## config.mk

```make
export PLATFORM = sky130hd
export DESIGN_NAME = hgb_merge
export DESIGN_NICKNAME = d
export VERILOG_FILES = /design/src/hgb_pkg.sv /design/src/hgb_merge.sv
export SDC_FILE = /design/constraint.sdc
export NUM_CORES = 1
export LEC_CHECK = 0
export BUFFER_PORTS_ARGS = -buffer_cell sky130_fd_sc_hd__clkbuf_2
export CELL_PAD_IN_SITES_DETAIL_PLACEMENT = 2
export CELL_PAD_IN_SITES_GLOBAL_PLACEMENT = 2
export CORE_AREA = 2 2 277 279
export CTS_CLUSTER_DIAMETER = 40
export DETAILED_ROUTE_END_ITERATION = 8
export DIE_AREA = 0 0 279 281
export HOLD_SLACK_MARGIN = 0.12
export PLACE_DENSITY_LB_ADDON = 0.1
export SYNTH_ARGS = -nofsm -noshare
export SYNTH_HDL_FRONTEND = slang
export SYNTH_SLANG_ARGS = --single-unit
```

## constraint.sdc

```tcl
create_clock -name clock -period 22 [get_ports clock]
set_input_delay 4.4 -clock clock [delete_from_list [all_inputs] [get_ports clock]]
set_output_delay 4.4 -clock clock [all_outputs]
set_load 0.1 [all_outputs]
```

## src/hgb_pkg.sv

```systemverilog
package hgb_pkg;

   // Number of table lanes; group g lives in lane g % LANES, row g / LANES.
   localparam int LANES     = 4;
   localparam int LANE_BITS = 2;

   localparam int KEY_W      = 128;
   localparam int REQ_DATA_W = 392;
   localparam int RSP_DATA_W = 544;

   localparam logic [2:0] ST_EXISTING = 3'd0;
   localparam logic [2:0] ST_NEW      = 3'd1;
   localparam logic [2:0] ST_DROPPED  = 3'd2;
   localparam logic [2:0] ST_GROUP    = 3'd3;
   localparam logic [2:0] ST_LAST     = 3'd4;
   localparam logic [2:0] ST_NONE     = 3'd5;

   localparam logic REG_NUM_AGGS = 1'b0;
   localparam logic REG_TOP_K    = 1'b1;

   localparam logic [31:0] COUNT_MAX = 32'hFFFF_FFFF;

   // What one lane reports about the table row it has just read.
   typedef struct packed {
      logic             hit;
      logic             elig;
      logic [31:0]      cnt;
      logic [KEY_W-1:0] key;
   } lane_res_type;

   // Probe broadcast to all lanes during a scan.
   typedef struct packed {
      logic [KEY_W-1:0] key;
      logic             first;
      logic [31:0]      prev_cnt;
   } probe_type;

endpackage

```

## src/hgb_merge.sv

```systemverilog
module hgb_merge #(
   parameter int GROUP_CAPACITY = 1024,
   localparam int UW = $clog2(GROUP_CAPACITY + 1),
   localparam int BANK_DEPTH = (GROUP_CAPACITY + hgb_pkg::LANES - 1) / hgb_pkg::LANES,
   localparam int RW = (BANK_DEPTH > 1) ? $clog2(BANK_DEPTH) : 1
) (
   input  logic                            clock,
   input  logic                            reset,
   input  logic                            clear,
   input  logic                            update,
   input  logic [RW-1:0]                   row_q,
   input  hgb_pkg::lane_res_type           lanes [hgb_pkg::LANES],
   output logic                            hit,
   output logic [hgb_pkg::LANE_BITS-1:0]   hit_lane,
   output logic [UW-1:0]                   best_idx,
   output logic [31:0]                     best_cnt
);

   logic                          found_ff;
   logic [UW-1:0]                 idx_ff;
   logic [31:0]                   cnt_ff;
   logic                          cand_found;
   logic [hgb_pkg::LANE_BITS-1:0] cand_lane;
   logic [31:0]                   cand_cnt;
   logic                          take;

   always_comb begin
      hit        = 1'b0;
      hit_lane   = '0;
      cand_found = 1'b0;
      cand_lane  = '0;
      cand_cnt   = '0;
      for (int l = hgb_pkg::LANES - 1; l >= 0; l--) begin
         if (lanes[l].hit) begin
            hit      = 1'b1;
            hit_lane = hgb_pkg::LANE_BITS'(l);
         end
      end
      // Lanes hold increasing group numbers, so the first of equal counts wins.
      for (int l = 0; l < hgb_pkg::LANES; l++) begin
         if (lanes[l].elig && (!cand_found || (lanes[l].cnt > cand_cnt))) begin
            cand_found = 1'b1;
            cand_lane  = hgb_pkg::LANE_BITS'(l);
            cand_cnt   = lanes[l].cnt;
         end
      end
      take = cand_found && (!found_ff || (cand_cnt > cnt_ff));
   end

   always_ff @(posedge clock) begin
      if (reset) begin
         found_ff <= 1'b0;
      end else if (clear) begin
         found_ff <= 1'b0;
      end else if (update && take) begin
         found_ff <= 1'b1;
      end
      if (update && take) begin
         idx_ff <= UW'({row_q, cand_lane});
         cnt_ff <= cand_cnt;
      end
   end

   assign best_idx = idx_ff;
   assign best_cnt = cnt_ff;

endmodule

```

==> impl_metrics.py, run 1 <==
metrics = {
    "setup_path": {
        "endpoint_kind": "flip-flop",
        "cpMaxStageDelayCell": "a2111oi_0",
        "required_ns": 21.97,
        "path_max_fanout": 40,
        "startpoint_type": "primary input",
        "slowest_delay_ns": 0.78,
        "path_class": "in -> reg",
        "cp.arrival_ns": 17.30,
    },
    "floorplan": {
        "die_h_um": 281,
        "die_x_um": 279,
        "dieArea_um2": 78400,
        "ioPinCount": 706,
        "core_um2": 75400,
        "num_rows": 101,
        "initial_core_util": 0.0782,
    },
    "synth": {
        "synth_cell_types": 53,
        "synth-compound-area-share": 0.246,
        "synth_top_area_frac": 0.271,
        "syn_area_per_cell_um2": 9.00,
        "yosys.area_share.simple": 0.137,
        "synth_common_cells": "ha_1, inv_1, nand2_1, a21oi_1, edfxtp_1",
        "yosysTopAreaCell": "ha_1",
        "synthCells": 656,
        "ys_async_sr_fraction": 0,
        "synth_xor_area_frac": 0,
        "yosysMostFrequentCell": "ha_1",
        "synthAdderAreaFrac": 0.271,
        "synth_seq_cells": 43,
        "synth.area.mux_share": 0.0591,
        "synth_top_family_by_area": "adder cells",
        "ys_seq_area_frac": 0.217,
        "yosys-top-cells-area": "ha_1, edfxtp_1, mux2_2",
        "netlist_area_um2": 5900,
        "synth_edf_count": 42,
        "synth_ff_type": "edfxtp_1",
        "syn-num-nets": 1444,
        "ys_warn_count": 0,
    },
    "hold_path": {
        "hp-class": "reg -> reg",
    },
    "sta": {
        "setup_viol": 0,
        "slew_headroom": 0.336,
        "fin_tns_setup_ns": 0,
        "rsz0062_at_grt": "no",
        "tightest_slew_ns": 0.997,
        "min_period_ns": 17.34,
        "maxSlewViolCount": 0,
        "skew_ns": 0.0124,
        "fmax_ghz": 0.0577,
        "period_share": 0.788,
        "hold_violations": 0,
        "hold-worst-slack_ns": 0.578,
    },
    "global_route": {
        "first_global_vias": 6735,
        "grt_max_degree": 41,
        "antenna_found_initial": 11,
        "track_usage": 0.0911,
        "grt_pass1_wl_mm": 50.5,
        "overflow": 0,
    },
    "routing": {
        "wire_per_inst_um": 19.7,
        "drt_iter0_drc": 110,
        "via_count": 5949,
        "final_antenna_net_count": 0,
        "routed_via_density": 3.27,
        "drt_wl_total_mm": 35.8,
        "drtPass1Iterations": 4,
        "drc": 0,
    },
    "clock_tree": {
        "cts.repair.resized": 0,
        "clk_latency_ns": 0.32,
        "tritoncts": "yes",
        "cts_setup_buffers": 0,
        "cts-root-buf": "clkbuf_16",
        "clk_pin_slew_ns": 0.08,
        "cts_buffers": 5,
        "clock-sinks": 43,
        "cts_max_path_buffers": 2,
        "htree_levels": 2,
        "cts-hold-fix-buffers": 0,
    },
    "placed_design": {
        "placed_cell_area_um2": 8070,
        "routabilityCongestion": 0.691,
        "placed_cells": 1810,
        "portBuffers": 192,
        "place_hpwl_mm": 31.8,
    },
    "power": {
        "pwr-share-clk": 0.179,
        "switching_power_mw": 0.274,
        "sw_frac_of_total": 0.517,
        "peakVddDrop_uv": 23.2,
        "pwr-share-comb": 0.609,
        "power_density_nw_per_um2": 64.3,
        "p_int_mw": 0.256,
        "p_leak_nw": 3.56,
        "p_seq_frac": 0.212,
    },
    "finish": {
        "design_area_um2": 8250,
        "fin_util": 0.109,
        "fin_cells": 1820,
        "drive_gt1_frac": 0.311,
        "syn_to_final_growth_pct": 39.7,
        "layout.nets": 1627,
    },
    "flow_run": {
        "max-cap-violations": 0,
    },
    "outcome": {
        "outcome": "completed",
    },
}
==> cells by family (layout without fill, tap and decap cells) <==
group,after synthesis,in the layout
flip-flops,43,43
AO/OA/AOI/OAI,185,185
AND/OR/NAND/NOR,167,167
multiplexers,31,31
adder cells (fa/ha/maj),128,128
buffers and inverters,101,285
other,1,3
==> layer usage <==
layer  GRT usage  share of wire  vias to the layer above
met5           0         0.0032                        -
met4      0.0145         0.0070                       18
met3      0.0195          0.042                       25
met2       0.149           0.46                      115
met1       0.124           0.49                     2893
li1            -              -                     2898
==> layout by cell type (no fill, tap or decap), types with 3 or more instances in the layout <==
master,instances
a211o_1,3
a211oi_1,4
a21o_1,21
a21oi_1,42
a221oi_1,23
a221oi_2,11
a22oi_1,30
a2bb2oi_1,3
buf_4,10
clkbuf_16,5
clkbuf_2,192
edfxtp_1,42
ha_1,128
inv_1,75
mux2_2,31
nand2_1,56
nand3_1,7
nand4_1,26
nor2_1,20
nor2b_1,5
nor3_1,40
o211ai_1,4
o21a_1,6
o21ai_0,13
==> critical path: cells and delay by family <==
family	cells	cell delay, ns
buffers and inverters	4	2.11
multiplexers	1	0.38
AND/OR/NAND/NOR	11	3.08
AO/OA/AOI/OAI	13	5.78
adder cells (fa/ha/maj)	4	1.44
==> per-stage QoR <==
| stage | worst slack, ns | power [mW] |
|---|---|---|
| 2_1_floorplan | 6.31 | 0.334 |
| 3_3_place_gp | 3.55 | 0.451 |
| 3_5_place_dp | 3.57 | 0.450 |
| 4_1_cts | 3.92 | 0.551 |
| 5_1_grt | 3.57 | 0.576 |
| 6_report | 4.66 | 0.530 |
==> flip-flops by register name, indices dropped and copies added (netlist names) <==
register	count
best_cnt	32
best_idx	10
found_ff	1
==> layout make-up <==
cell class,count,area (µm²)
Sequential cell,43,1280
Fill cell,8824,67200
Clock buffer,5,125
Inverter,75,282
Antenna cell,2,5.00
Timing Repair Buffer,202,1040
Clock inverter,3,43.8
Multi-Input combinational cell,512,4250
Tap cell,978,1220
==> final timing paths <==
kind,cells past startpoint,end,slack [ns],startpoint
worst max-delay path,33,best_idx[9],4.66,lanes[646]
worst min-delay path,2,found_ff,0.58,found_ff
worst max register to register,9,best_idx[9],17.92,best_cnt[29]
worst min register to register,2,found_ff,0.58,found_ff
==> power by group through the flow <==
stage,sequential [mW],combinational [mW],clock (mW)
after global placement,0.115,0.336,0
after floorplan,0.190,0.144,0
after detailed placement,0.115,0.335,0
after CTS,0.113,0.337,0.102
final,0.112,0.323,0.0950
after global routing,0.114,0.359,0.103
No activity file was read; power rests on OpenSTA's default activity.
==> run 2, diff against run 1 <==
==> constraint.sdc (replaced) <==
create_clock -name clock -period 17.5 [get_ports clock]
set_input_delay 3.5 -clock clock [delete_from_list [all_inputs] [get_ports clock]]
set_output_delay 3.5 -clock clock [all_outputs]
set_load 0.1 [all_outputs]
==> run 2 against run 1 <==
  * Total power is 26% higher
  * Register-to-register slack worse by 3.7 ns
  * Largest power group unchanged
  * Worst setup slack worse by 2.3 ns
  * Critical path depth is 2 higher
  * Critical endpoint is now best_idx[7]
  * Count of clock-buffer cells in the layout stayed put
  * Die area stayed put
==> impl_metrics.py, run 2 (synthesis results as in run 1) <==
metrics = {
    "outcome": {
        "outcome": "completed",
    },
    "placed_design": {
        "place_hpwl_mm": 32.1,
        "placed_cell_area_um2": 8160,
        "portBuffers": 192,
        "routabilityCongestion": 0.703,
    },
    "sta": {
        "maxSlewViolCount": 0,
        "skew_ns": 0.0208,
        "hold-worst-slack_ns": 0.558,
        "slew_headroom": 0.353,
        "fin_tns_setup_ns": 0,
        "rsz0062_at_grt": "no",
        "fmax_ghz": 0.0661,
        "hold_violations": 0,
        "tightest_slew_ns": 0.971,
        "period_share": 0.864,
        "setup_viol": 0,
        "min_period_ns": 15.12,
    },
    "global_route": {
        "overflow": 0,
        "antenna_found_initial": 14,
        "gr-max-usage-layer": "met2",
        "grt_max_degree": 41,
        "grt_use_met3": 0.0220,
        "grt_pass1_wl_mm": 51.0,
        "met2_usage": 0.152,
        "grt_use_met1": 0.122,
        "first_global_vias": 6822,
        "track_usage": 0.0916,
    },
    "power": {
        "power_density_nw_per_um2": 80.5,
        "peakVddDrop_uv": 30.1,
        "p_leak_nw": 3.60,
    },
    "clock_tree": {
        "cts-hold-fix-buffers": 0,
        "tritoncts": "yes",
        "cts_max_path_buffers": 2,
        "clock-sinks": 43,
        "clk_latency_ns": 0.32,
        "cts_setup_buffers": 0,
        "clk_pin_slew_ns": 0.08,
        "cts_buffers": 5,
        "htree_levels": 2,
        "cts.repair.resized": 0,
        "cts-root-buf": "clkbuf_16",
    },
    "hold_path": {
        "hp-class": "reg -> reg",
        "worstHoldStart": "found_ff",
    },
    "routing": {
        "drt_wl_total_mm": 36.0,
        "wire_per_inst_um": 19.7,
        "drc": 0,
        "drt_iter0_drc": 131,
        "drtPass1Iterations": 4,
        "routed_via_density": 3.29,
        "via_count": 6011,
        "final_antenna_net_count": 0,
    },
    "finish": {
        "design_area_um2": 8330,
        "drive_gt1_frac": 0.316,
        "syn_to_final_growth_pct": 41.1,
        "layout.nets": 1633,
        "largest_reg_flops": 32,
        "final_cell_mix": "clkbuf_2, ha_1, inv_1",
        "layout_commonest_cell": "clkbuf_2",
    },
    "setup_path": {
        "required_ns": 17.52,
        "crit_start": "lanes[646]",
        "path_max_fanout": 40,
        "startpoint_type": "primary input",
        "path_class": "in -> reg",
        "cp.arrival_ns": 15.14,
        "r2r-start": "best_cnt[29]",
        "endpoint_kind": "flip-flop",
        "slowest_delay_ns": 0.80,
        "cpMaxStageDelayCell": "a2111oi_0",
    },
    "flow_run": {
        "max-cap-violations": 0,
    },
    "floorplan": {
        "num_rows": 101,
        "ioPinCount": 706,
        "dieArea_um2": 78400,
        "die_x_um": 279,
        "initial_core_util": 0.0782,
        "die_h_um": 281,
        "core_um2": 75400,
    },
}
run 2: cell types whose count changed in the layout (fill, tap and decap cells not counted), sizes merged:
cell / change
buf: +6
diode: -1
run 2: stage by stage:
| stage | setup WS, ns | power, mW | util | instances |
|---|---|---|---|---|
| after detailed placement | 1.43 | 0.569 | 0.108 | 1816 |
| after global routing | 1.27 | 0.729 | 0.110 | 1825 |
| after floorplan | 2.71 | 0.420 | - | 656 |
| after CTS | 1.74 | 0.698 | 0.110 | 1824 |
| final | 2.38 | 0.670 | 0.110 | 1825 |
| after global placement | 1.45 | 0.570 | 0.108 | 1816 |
run 2: report_power, final:
part	internal (mW)	switching, mW	leakage (nW)
combinational	0.123	0.285	3.10
clock	0.0678	0.0526	0.0838
sequential	0.134	0.00775	0.414
total	0.324	0.346	3.60
run 2: worst paths after layout:
| kind | depth (start not counted) | slack, ns | to |
|---|---|---|---|
| setup / recovery | 35 | 2.38 | best_idx[7] |
| hold / removal | 2 | 0.56 | found_ff |
| setup reg to reg | 11 | 14.19 | best_idx[7] |
| hold reg to reg | 2 | 0.56 | found_ff |
run 2: critical path: cells and delay by family:
family	cells	cell delay (ns)
and+or+nand+nor	11	2.60
AOI/OAI and AO/OA	13	5.16
muxes	1	0.38
buffers and inverters	6	1.92
adders and majority gates	4	1.45
run 2: layout make-up:
cell class | count | area, µm²
Antenna cell | 1 | 2.50
Timing Repair Buffer | 208 | 1120
Tap cell | 978 | 1220
Fill cell | 8794 | 67100
Sequential cell | 43 | 1280
Clock inverter | 3 | 43.8
Clock buffer | 5 | 125
Multi-Input combinational cell | 512 | 4250
Inverter | 75 | 282
run 2: layer usage:
layer  up-vias  share of wire
li1       2913              -
met1      2917           0.48
met2       125           0.46
met3        32          0.051
met4        24         0.0067
met5         -         0.0044
==> run 3, diff against run 2 <==
==> constraint.sdc (replaced) <==
create_clock -name clock -period 19.1 [get_ports clock]
set_input_delay 3.82 -clock clock [delete_from_list [all_inputs] [get_ports clock]]
set_output_delay 3.82 -clock clock [all_outputs]
set_load 0.1 [all_outputs]
==> run 3 against run 2 <==
  * Wire length is essentially flat
  * Die area unchanged
  * Total power decreased by 8.9%
  * Sequential power fell by 9%
  * Worst setup slack better by 0.66 ns
  * Count of clock-buffer cells in the layout is the same
  * Largest cell class unchanged
  * Highest routed layer unchanged
==> impl_metrics.py, run 3 (synthesis results as in run 1) <==
metrics = {
    "outcome": {
        "outcome": "completed",
    },
    "hold_path": {
        "worstHoldEndpoint": "found_ff",
        "hold_path_depth": 2,
        "hp-class": "reg -> reg",
        "worstHoldStart": "found_ff",
    },
    "clock_tree": {
        "cts-hold-fix-buffers": 0,
        "cts_setup_buffers": 0,
        "cts_buffers": 5,
        "htree_levels": 2,
        "cts_max_path_buffers": 2,
        "cts.repair.resized": 0,
        "clk_latency_ns": 0.31,
        "clk_pin_slew_ns": 0.07,
        "cts-root-buf": "clkbuf_16",
        "tritoncts": "yes",
        "clock-sinks": 43,
    },
    "global_route": {
        "first_global_vias": 6831,
        "grt_pass1_wl_mm": 50.9,
        "overflow": 0,
        "antenna_found_initial": 14,
        "track_usage": 0.0917,
        "grt_max_degree": 41,
    },
    "setup_path": {
        "path_class": "in -> reg",
        "required_ns": 19.06,
        "cp.arrival_ns": 16.02,
        "path_max_fanout": 40,
        "path_buf_inv": 3,
        "r2r_slack_ns": 15.48,
        "slowest_delay_ns": 0.86,
        "r2r-start": "best_cnt[29]",
        "critPathTopFamily": "compound AO/OA/AOI/OAI gates",
        "reg2regPathDepth": 9,
        "cpMaxStageDelayCell": "a31oi_2",
        "startpoint_type": "primary input",
        "reg2reg_to": "best_idx[6]",
        "endpoint_kind": "flip-flop",
    },
    "routing": {
        "drt_iter0_drc": 148,
        "routed_via_density": 3.27,
        "drt_wl_total_mm": 36.0,
        "final_antenna_net_count": 0,
        "wire_per_inst_um": 19.7,
        "drtPass1Iterations": 4,
        "via_count": 5955,
        "drc": 0,
    },
    "floorplan": {
        "die_h_um": 281,
        "ioPinCount": 706,
        "initial_core_util": 0.0782,
        "dieArea_um2": 78400,
        "num_rows": 101,
        "core_um2": 75400,
        "die_x_um": 279,
    },
    "finish": {
        "layout_commonest_cell": "clkbuf_2",
        "drive_gt1_frac": 0.314,
        "design_area_um2": 8270,
        "largest_reg_flops": 32,
        "layout.nets": 1631,
        "syn_to_final_growth_pct": 40.2,
        "fin_util": 0.110,
        "final_cell_mix": "clkbuf_2, ha_1, inv_1",
    },
    "power": {
        "switching_power_mw": 0.315,
        "peakVddDrop_uv": 26.3,
        "p_leak_nw": 3.58,
        "sw_frac_of_total": 0.516,
        "p_seq_frac": 0.212,
        "p_int_mw": 0.296,
        "power_density_nw_per_um2": 73.8,
        "pwr-share-comb": 0.611,
        "pwr-share-clk": 0.177,
    },
    "sta": {
        "fin_tns_setup_ns": 0,
        "hold_violations": 0,
        "min_period_ns": 16.06,
        "skew_ns": 0.0149,
        "period_share": 0.841,
        "rsz0062_at_grt": "no",
        "maxSlewViolCount": 0,
        "tightest_slew_ns": 0.997,
        "slew_headroom": 0.333,
        "setup_ws_ns": 3.04,
        "setup_viol": 0,
        "fmax_ghz": 0.0623,
    },
    "placed_design": {
        "portBuffers": 192,
        "placed_cell_area_um2": 8100,
        "place_ws_ns": 1.99,
        "routabilityCongestion": 0.682,
        "place_hpwl_mm": 32.0,
    },
    "flow_run": {
        "max-cap-violations": 0,
    },
}
run 3: cell count changes in the layout (fill, tap and decap cells not counted), sizes merged:
cell,delta
buf,-2
run 3: how the worst max path moves through the flow:
stage	depth (start not counted)	end	slack [ns]	start
2_1_floorplan	34	best_cnt[0]	3.99	lanes[646]
3_3_place_gp	32	best_idx[9]	1.84	lanes[646]
3_5_place_dp	32	best_idx[9]	1.99	lanes[646]
4_1_cts	32	best_cnt[3]	2.31	lanes[646]
5_1_grt	32	best_idx[8]	1.86	lanes[646]
6_report	32	best_idx[6]	3.04	lanes[646]
run 3: per-stage QoR:
step | total power, mW | instances | hold WS, ns
after floorplan | 0.385 | 656 | 0.475
after global placement | 0.520 | 1814 | 0.545
after detailed placement | 0.519 | 1814 | 0.555
after CTS | 0.637 | 1822 | 0.574
after global routing | 0.667 | 1822 | 0.653
final | 0.611 | 1823 | 0.551
run 3: layout make-up:
class	count	area [µm²]
flip-flops and latches	43	1280
clock inverters	3	43.8
clock buffers	5	125
multi-input cells	512	4250
repair buffers	206	1070
inverters	75	282
fillers	8794	67200
well taps	978	1220
diodes	1	2.50
run 3: power by group through the flow:
stage,Clock (mW),Combinational (mW),Sequential (mW)
after global routing,0.119,0.417,0.132
after CTS,0.119,0.388,0.130
after detailed placement,0,0.387,0.132
final,0.108,0.373,0.129
after global placement,0,0.388,0.132
after floorplan,0,0.166,0.219
run 3: layer usage:
layer  global-route usage  share of wire  vias to the layer above
li1                     -              -                     2908
met1                0.123           0.49                     2882
met2                0.153           0.46                      113
met3               0.0197          0.041                       30
met4               0.0149         0.0074                       22
met5                    0         0.0039                        -
run 3: worst reg2reg max path, delay by kind of cell, from the launching register on:
kind / cells / cell delay (ns)
adders and majority gates: 1 / 0.30
DFF: 1 / 0.37
buffers and inverters: 2 / 0.45
AOI/OAI and AO/OA: 2 / 0.63
and+or+nand+nor: 4 / 1.47
